==> src/rtl/core/tli_pkg.sv <==
// ----------------------------------------------------------------------------
// tli_pkg: shared types and constants for the tape language interpreter
// Sizes, command characters, request and fault codes, controller states and
// the command/status bundles between controller and datapath.
// ----------------------------------------------------------------------------
package tli_pkg;

  localparam int TAPE_DEPTH = 1024;
  localparam int TAPE_AW    = $clog2(TAPE_DEPTH);
  localparam int CODE_DEPTH = 1024;
  localparam int CODE_AW    = $clog2(CODE_DEPTH);
  localparam int PC_W       = CODE_AW + 1;
  localparam int LEN_W      = 11;
  localparam int LOOP_DEPTH = 128;
  localparam int LOOP_AW    = $clog2(LOOP_DEPTH);
  localparam int DEPTH_W    = LOOP_AW + 1;
  localparam int CELL_BITS  = 8;
  localparam int BYTE_W     = 8;
  localparam int IN_TDATA_W = 32;
  localparam int OUT_USER_W = 5;

  // command characters
  localparam logic [BYTE_W-1:0] CH_RIGHT = 8'h3E;  // '>'
  localparam logic [BYTE_W-1:0] CH_LEFT  = 8'h3C;  // '<'
  localparam logic [BYTE_W-1:0] CH_INC   = 8'h2B;  // '+'
  localparam logic [BYTE_W-1:0] CH_DEC   = 8'h2D;  // '-'
  localparam logic [BYTE_W-1:0] CH_OUT   = 8'h2E;  // '.'
  localparam logic [BYTE_W-1:0] CH_IN    = 8'h2C;  // ','
  localparam logic [BYTE_W-1:0] CH_OPEN  = 8'h5B;  // '['
  localparam logic [BYTE_W-1:0] CH_CLOSE = 8'h5D;  // ']'

  typedef enum logic [1:0] {
    REQ_LOAD    = 2'd0,
    REQ_EXEC    = 2'd1,
    REQ_RESTART = 2'd2,
    REQ_NONE    = 2'd3
  } req_t;

  typedef enum logic [1:0] {
    FLT_OK        = 2'd0,
    FLT_PTR       = 2'd1,
    FLT_STACK     = 2'd2,
    FLT_UNMATCHED = 2'd3
  } fault_t;

  typedef enum logic [2:0] {
    ST_CLEAR,
    ST_IDLE,
    ST_EXEC,
    ST_SCAN_RD,
    ST_SCAN_CHK,
    ST_RESULT
  } state_t;

  typedef struct packed {
    logic ready;
    logic exec;
    logic scan_rd;
    logic scan_chk;
    logic clear_en;
    logic out_load;
  } cmd_t;

  typedef struct packed {
    req_t req;
    logic scan_start;
    logic scan_done;
    logic clear_last;
    logic out_free;
  } stat_t;

endpackage

==> src/rtl/core/tli_ctrl.sv <==
// ----------------------------------------------------------------------------
// tli_ctrl: sequencing state machine
// Walks each request through execute and result, with a bracket scan or a tape clear between them where needed.
// ----------------------------------------------------------------------------
module tli_ctrl (
  input  logic            clk,
  input  logic            rst,
  input  logic            s_tvalid,
  input  tli_pkg::stat_t  stat,
  output tli_pkg::cmd_t   cmd
);

  tli_pkg::state_t state, state_next;
  logic restart_pend, restart_pend_next;

  always_ff @(posedge clk) begin
    if (rst) begin
      state        <= tli_pkg::ST_CLEAR;
      restart_pend <= 1'b0;
    end else begin
      state        <= state_next;
      restart_pend <= restart_pend_next;
    end
  end

  always_comb begin
    state_next        = state;
    restart_pend_next = restart_pend;
    unique case (state)
      tli_pkg::ST_CLEAR: begin
        if (stat.clear_last) begin
          state_next        = restart_pend ? tli_pkg::ST_RESULT : tli_pkg::ST_IDLE;
          restart_pend_next = 1'b0;
        end
      end
      tli_pkg::ST_IDLE: begin
        if (s_tvalid) state_next = tli_pkg::ST_EXEC;
      end
      tli_pkg::ST_EXEC: begin
        if (stat.req == tli_pkg::REQ_RESTART) begin
          state_next        = tli_pkg::ST_CLEAR;
          restart_pend_next = 1'b1;
        end else if (stat.scan_start) begin
          state_next = tli_pkg::ST_SCAN_RD;
        end else begin
          state_next = tli_pkg::ST_RESULT;
        end
      end
      tli_pkg::ST_SCAN_RD:  state_next = tli_pkg::ST_SCAN_CHK;
      tli_pkg::ST_SCAN_CHK: begin
        state_next = stat.scan_done ? tli_pkg::ST_RESULT : tli_pkg::ST_SCAN_RD;
      end
      tli_pkg::ST_RESULT: begin
        if (stat.out_free) state_next = tli_pkg::ST_IDLE;
      end
      default: state_next = tli_pkg::ST_IDLE;
    endcase
  end

  always_comb begin
    cmd = '0;
    unique case (state)
      tli_pkg::ST_CLEAR:    cmd.clear_en = 1'b1;
      tli_pkg::ST_IDLE:     cmd.ready    = 1'b1;
      tli_pkg::ST_EXEC:     cmd.exec     = 1'b1;
      tli_pkg::ST_SCAN_RD:  cmd.scan_rd  = 1'b1;
      tli_pkg::ST_SCAN_CHK: cmd.scan_chk = 1'b1;
      tli_pkg::ST_RESULT:   cmd.out_load = stat.out_free;
      default: cmd = '0;
    endcase
  end

endmodule

==> config.mk <==
export PLATFORM = sky130hd
export DESIGN_NAME = tli_ctrl
export DESIGN_NICKNAME = d
export VERILOG_FILES = /design/src/rtl/core/tli_pkg.sv /design/src/rtl/core/tli_ctrl.sv
export SDC_FILE = /design/constraint.sdc
export NUM_CORES = 1
export LEC_CHECK = 0
export BUFFER_PORTS_ARGS = -buffer_cell sky130_fd_sc_hd__buf_2
export CAP_MARGIN = 20
export CORE_AREA = 3 3 40 42
export CTS_CLUSTER_DIAMETER = 60
export DETAILED_ROUTE_END_ITERATION = 10
export DIE_AREA = 0 0 43 45
export GPL_ROUTABILITY_DRIVEN = 0
export SYNTH_ARGS = -nofsm -noshare
export SYNTH_HDL_FRONTEND = slang
export SYNTH_SLANG_ARGS = --single-unit
export TNS_END_PERCENT = 100
==> constraint.sdc <==
create_clock -name clk -period 1.2 [get_ports clk]
set_input_delay 0.24 -clock clk [delete_from_list [all_inputs] [get_ports clk]]
set_output_delay 0.24 -clock clk [all_outputs]
set_load 0.03 [all_outputs]
# After elaboration in Yosys (flattened, before gate mapping)
# Cells that the tools add are included.
[word_totals]
register_bits = 4
inputBits = 9
out_inout_bits = 6
elab_cells = 33
[classes]
eq_ne = 10
mux = 17
reduce_logical = 4
[ops]
columns = ["cell", "n"]
rows = [
  ["two-way mux 3 bit", 7],
  ["case mux 3 bit (6 select lines)", 1],
  ["two-way mux 1 bit", 8],
  ["!= test 2 bit, second input constant", 4],
  ["equality test 3 x 2 -> 1 bit, second input constant", 2],
  ["equality test 3 bit, second input constant", 2],
  ["AND reduction 3 bit", 2],
  ["equality test 3 x 1 -> 1 bit, second input constant", 1],
  ["logical NOT 3 bit", 1],
  ["equality test 2 bit, second input constant", 1],
  ["case mux 1 bit (2 select lines)", 1],
  ["nonzero test 2 bit", 1],
]

# Depth between registers and ports, before layout
# Gate-level depths: netlist of run 1.
[logic_depth]
ltp_word = 3
mapped_depth = 5
depth_no_buf = 4

# Worst setup path before layout of run 1
# Ideal clock, no wire load.
[synth_timing]
path_type = "register -> register"
startpoint = "register state[0]"
endpoint = "register restart_pend"
setup_time_ps = 117
arrival_ps = 1537
required_ps = 1083
setup_slack_ps = -453
path_stages_with_launch = 6
n_path_buf = 1
period_less_slack_ps = 1653
path_cell_list = "dfxtp_1 buf_2 nor3_1 nand2_1 a22oi_1 nor2_1"
[synth_via]
elab_chain_len = 3
elab_cells_between_ends = 7
cone_classes = "3 x eq/ne; 1 x mux; 3 x reduce/logical"
[synth_lines]
columns = ["element", "line_no", "text"]
rows = [
  ["from (decl)", "tli_ctrl.sv:13", "tli_pkg::state_t state, state_next;"],
  ["from (signal assigned)", "tli_ctrl.sv:18", "state <= tli_pkg::ST_CLEAR;"],
  ["from (signal assigned)", "tli_ctrl.sv:21", "state <= state_next;"],
  ["equality test 3 x 2 -> 1 bit or logical NOT 3 bit (tied branches)", "tli_ctrl.sv:29", "unique case (state)"],
  ["!= test 2 bit (no line) or nonzero test 2 bit (tied branches)", "--", ""],
  ["AND reduction 3 bit (no line)", "--", ""],
  ["to (signal assigned)", "tli_ctrl.sv:22", "restart_pend <= restart_pend_next;"],
  ["to (decl)", "tli_ctrl.sv:14", "logic restart_pend, restart_pend_next;"],
]
# Several ways; a longest one is shown, not always the timed one.
# A chain may end at the register's enable or synchronous reset.

==> results of run 1 <==
cells by family after synthesis:
logic type             Yosys count  share of synthesized area
multiplexers                     1                     0.0323
buffers and inverters            7                      0.129
AO/OA/AOI/OAI                   10                      0.206
flip-flops                       4                      0.258
AND/OR/NAND/NOR                 21                      0.375
critical path: stages, from the launching register on:
cell	delay (ps)
dfxtp_4	360
buf_6	120
nor3_4	200
buf_6	150
placed cells by master (no fill, tap or decap), drive strengths merged:
| cell type | count |
|---|---|
| nand3b | 1 |
| a22oi | 1 |
| o32ai | 1 |
| o21ai | 1 |
| nor3b | 2 |
| a31oi | 2 |
| nand2 | 1 |
| and3 | 1 |
| nor2b | 1 |
| dfxtp | 4 |
| a211oi | 1 |
| nor3 | 5 |
| mux2i | 1 |
| a21oi | 3 |
| nand2b | 2 |
| inv | 3 |
| nor2 | 7 |
| o21bai | 1 |
| buf | 26 |
| or3b | 1 |
| clkbuf | 3 |
routing by layer:
metal	wire [um]	track usage
met1	371	0.118
met2	486	0.180
met3	52	0.0279
met4	13	0.108
met5	0	0
metrics by stage:
stage | setup slack [ps] | instances | TNS, ps
floorplan | -36.7 | 43 | -36.7
global placement | -42.8 | 77 | -57.1
detailed placement | -42.0 | 77 | -42.0
CTS | -116 | 83 | -460
global route | -165 | 83 | -907
finish | -109 | 83 | -439
how the worst min path moves through the flow:
stage / start / endpoint / cells past startpoint
finish: stat[0] / state[2] / 2
global route: stat[0] / state[2] / 2
CTS: stat[0] / state[2] / 2
detailed placement: stat[0] / state[2] / 2
global placement: stat[0] / state[2] / 2
floorplan: rst / restart_pend / 1
cell type report:
cell class              count  area share
inverters                   3      0.0190
flip-flops and latches      4       0.154
clock buffers               3      0.0380
repair buffers             26       0.346
multi-input cells          32       0.411
well taps                  15      0.0316
flip-flops by register name, summed over array words and instances, names as in the netlist:
register / count
state: 3
restart_pend: 1
report_power, final:
group | switching, mW | internal, mW
registers | 0.0146 | 0.140
clock network | 0.0606 | 0.112
logic | 0.104 | 0.108
total | 0.179 | 0.360
repair_timing:
action,in CTS,in global routing
endpoints found under the setup margin,7,9
pin swaps,4,6
resized for setup,19,9
gates cloned,0,0
buffers inserted,3,0
==> run metrics, run 1 <==
number of DRC violations after detailed routing=0; largest net degree at the start of global routing=9; worst hold margin=roughly 200 ps; Max-slew headroom=0.808; Net Count, Synth=52; Yosys top cell by area=dfxtp_1; total overflow reported by the global router=0; row cnt=13; R2R Setup Slk=0 ps; Clock Tree Buf Depth=2; multi-input gate area in the final layout=about 240 um2; count of vias placed by the detailed router=384; clock tree from TritonCTS=built; Cell variety after synth=23; via count normalized by instance count=4.63; Horiz. Die Dim=43 um; Post-synth ARST share=0; total die area=roughly 1900 um2; initial antenna violation count=0; count of yosys warnings during synthesis=0; clock tree skew after final layout=roughly 1.0 ps; transition at the pin with the smallest max-transition slack=288 ps; capturing element of the worst setup path=cmd[1]; number of instances in the synthesized netlist=43; die extent in y=between 40 and 50 um; most instantiated flip-flop cell in the synthesis netlist=dfxtp_1; number of top-level pins=15; number of global-route vias before repair=about 370; post-layout total power=approximately 0.54 mW; unrepaired setup endpoints after global routing=true; core area=roughly 1300 um2; count of endpoints failing setup in the final report=7; portion of the post-synthesis area used by sequential elements=0.258; arrival time at the worst endpoint=between 1000 and 1500 ps; Worst-path clk slew=~40 ps; count of clock tree sinks=4; fmax=764 MHz; endpoint kind of the worst setup timing path=primary output; crit path launch type=flip-flop; worst ir drop on vdd=0.574 mV; average footprint of a synthesized cell=~7.2 um2; number of enable-type register cells in the synthesized netlist=0; IO buf count=14; number of inserted diodes=0; sequential cell area=just over 90 um2; Period Utilization, post-route=1.09; most common cell in the synthesized netlist=nor2_1; classification of the worst setup path=reg2out; total length of routed wires=a little over 900 um; final-layout fill cell count=128; class of the tightest hold or removal check=in2reg; number of detailed-routing iterations run before antenna repair=3; cell area after layout=between 500 and 600 um2; initial standard-cell utilization of the core=0.241; power density over the cells=a little over 900 nW/um2; Antenna Violating Nets Remaining=0; critical path data required time=~960 ps; Routed WL per cell=11.1 um; top cell type's share of synthesized area=0.258; largest cells by area after synthesis=dfxtp_1 26%, nor2_1 8.5%, nor3_1 8.1%; launch point of the critical path=state[2]; top post-synthesis cells by count=7 x nor2_1, 5 x nor3_1, 4 x dfxtp_1; hold-fix buffer count after cts=0; minimum setup slack in the final design=-109 ps; layout-stage area growth over the synthesis result=91.1%; share of the core filled with cells in the final layout=0.462; half-perimeter wire length of the detailed placement result=664 um; clock insertion delay at the later pin of the skew report=roughly 240 ps; outcome=finished, violations left; violations in the final reports=setup timing; global-route wire length before repair=1530 um; Final Hold Viols=0; worst reg-to-reg path cell count=5; Total Routing Usage GR=0.112; drt initial violations=6; Max Fanout on Critical Path=7; launching point of the worst reg2reg path=state[2]; post-layout min period=1310 ps; clock buffers created by TritonCTS=3; net count reported at finish=79; cell at the root of the clock tree=clkbuf_4; leak pwr=between 0.2 and 0.3 nW; Netlist Area Pre-Place=a little over 300 um2; fraction of final layout cells sized beyond drive strength 1=0.632; final count of pins violating max slew=0; cell area after placement=approximately 460 um2; end of the worst register-to-register path=state[1]; register bit count reported by yosys=4; max-capacitance violation count=0; H-Tree Depth=1
No activity file was read; power rests on OpenSTA's default activity.
==> run 2: changes to the inputs <==
--- a/config.mk
+++ b/config.mk
@@ -12,6 +12,7 @@
 export DETAILED_ROUTE_END_ITERATION = 10
 export DIE_AREA = 0 0 43 45
 export GPL_ROUTABILITY_DRIVEN = 0
+export PLACE_DENSITY = 0.55
 export SYNTH_ARGS = -nofsm -noshare
 export SYNTH_HDL_FRONTEND = slang
 export SYNTH_SLANG_ARGS = --single-unit
==> run metrics, run 2 (synthesis results as in run 1) <==
outcome=finished, violations left; violations in the final reports=setup timing; most frequent standard cell in the layout excluding fill and tap cells=buf_4; layout-stage area growth over the synthesis result=93.5%; classification of the worst setup path=reg2out; Routed WL per cell=12.7 um (+14%); Antenna Violating Nets Remaining=0 (unchanged); net count reported at finish=82 (+3.8%); cell area after placement=464 um2 (unchanged); count of clock tree sinks=4 (unchanged); number of inserted diodes=0 (unchanged); Final Hold Viols=0 (unchanged); total length of routed wires=1090 um (+18%); initial standard-cell utilization of the core=0.241 (unchanged); combinational share of power=0.400 (+0.007); worst hold margin=221 ps (+17.2 ps); total overflow reported by the global router=0 (unchanged); clock network power share=0.313 (-0.008); clock buffers created by TritonCTS=3 (unchanged); post-route setup TNS=-631 ps (-192 ps); H-Tree Depth=1 (unchanged); cell area after layout=601 um2 (+1.3%); number of DRC violations after detailed routing=0 (unchanged); number of cells on the worst hold path=2 (unchanged); most used cells in the layout excluding fill and tap cells=11 x buf_4, 9 x buf_2, 9 x buf_6; fraction of final layout cells sized beyond drive strength 1=0.592 (-0.0408); critical path data required time=960 ps (about the same); initial antenna violation count=0 (unchanged); endpoint kind of the worst setup timing path=primary output; row cnt=13 (unchanged); IO buf count=14 (unchanged); internal power of the cells=0.363 mW (+0.87%); number of top-level pins=15 (unchanged); clock tree skew after final layout=3.10 ps (+2.10 ps); power density over the cells=893 nW/um2 (-1.7%); core area=1280 um2 (unchanged); Max Fanout on Critical Path=6 (-1); Total Routing Usage GR=0.126 (+0.0144); die extent in y=45 um (unchanged); half-perimeter wire length of the detailed placement result=694 um (+4.5%); Clock Tree Buf Depth=2 (unchanged); final count of pins violating max slew=0 (unchanged); worst ir drop on vdd=0.435 mV (-24%); transition at the pin with the smallest max-transition slack=384 ps (+95.8 ps); global-route wire length before repair=1780 um (+16%); Worst-path clk slew=40 ps (about the same); class of the tightest hold or removal check=in2reg; drt initial violations=12 (+6); clock insertion delay at the later pin of the skew report=230 ps (about the same); top flop regs=state (3), restart_pend (1); fmax=767 MHz (+0.43%); Max-slew headroom=0.744 (-0.0640); max-capacitance violation count=0 (unchanged); Top reg by flops=state; leak pwr=0.270 nW (+4.4%); hold-fix buffer count after cts=0 (unchanged); minimum setup slack in the final design=-103 ps (+5.65 ps); cell at the root of the clock tree=clkbuf_4; total die area=1940 um2 (unchanged); post-layout min period=1300 ps (-5.65 ps); largest net degree at the start of global routing=9 (unchanged); clock tree from TritonCTS=built; fraction of power spent switching nets=0.323 (-0.00904); unrepaired setup endpoints after global routing=true; number of detailed-routing iterations run before antenna repair=4 (+1); Period Utilization, post-route=1.09 (-0.00471); number of global-route vias before repair=426 (+17%); sequential power share=0.287 (about the same); flip-flop count of the largest register, all copies and words added=3 (unchanged); Horiz. Die Dim=43 um (unchanged); post-place setup slack=-35.0 ps (+7.06 ps); via count normalized by instance count=4.84 (+4.6%); arrival time at the worst endpoint=1060 ps (about the same); crit path launch type=flip-flop; share of the core filled with cells in the final layout=0.467 (+0.00584); net switching power=0.173 mW (-3.2%); count of vias placed by the detailed router=416 (+8.3%); worst reg-to-reg path cell count=6 (+1); count of endpoints failing setup in the final report=8 (+1)
-- run 2: area by class of cell --
type                       count  area, um2
timing repair buffer          29        229
inverter                       3       11.3
fill                         135        684
sequential                     4       91.3
multi-input combinational     32        228
clock buffer                   3       22.5
tap                           15       18.8
-- run 2: critical path, cell delays in order (launching register included) --
cell	delay, ps
dfxtp_4	360
buf_6	120
nor3b_4	190
buf_6	160
-- run 2: through the flow --
| step | std cells | total power, mW |
|---|---|---|
| 2_1_floorplan | 43 | 0.259 |
| 3_3_place_gp | 77 | 0.324 |
| 3_5_place_dp | 77 | 0.323 |
| 4_1_cts | 85 | 0.531 |
| 5_1_grt | 86 | 0.574 |
| 6_report | 86 | 0.536 |
-- run 2: timing repair --
item                                    in CTS  in global routing
setup buffers                                5                  1
endpoints found under the setup margin       7                  9
gates cloned                                 0                  0
gates resized for setup                     22                  5
pin swaps                                    4                  2
-- run 2: power groups by stage --
stage / Clock [mW] / Sequential [mW] / Combinational [mW]
after floorplan: 0 / 0.150 / 0.109
after global routing: 0.188 / 0.155 / 0.231
final: 0.168 / 0.154 / 0.214
after detailed placement: 0 / 0.159 / 0.164
after CTS: 0.179 / 0.154 / 0.199
after global placement: 0 / 0.159 / 0.165
-- run 2: final timing paths --
path | start | endpoint | slack, ps
max | state[0] | cmd[4] | -100
min | stat[0] | state[2] | 220
max reg2reg | state[2] | state[2] | -90
min reg2reg | restart_pend | restart_pend | 500
-- run 2: layer usage --
layer,up-vias,wire (um),GRT usage
met2,17,554,0.216
li1,212,-,-
met4,0,14,0.0904
met5,-,0,0
met3,2,74,0.0279
met1,185,450,0.138
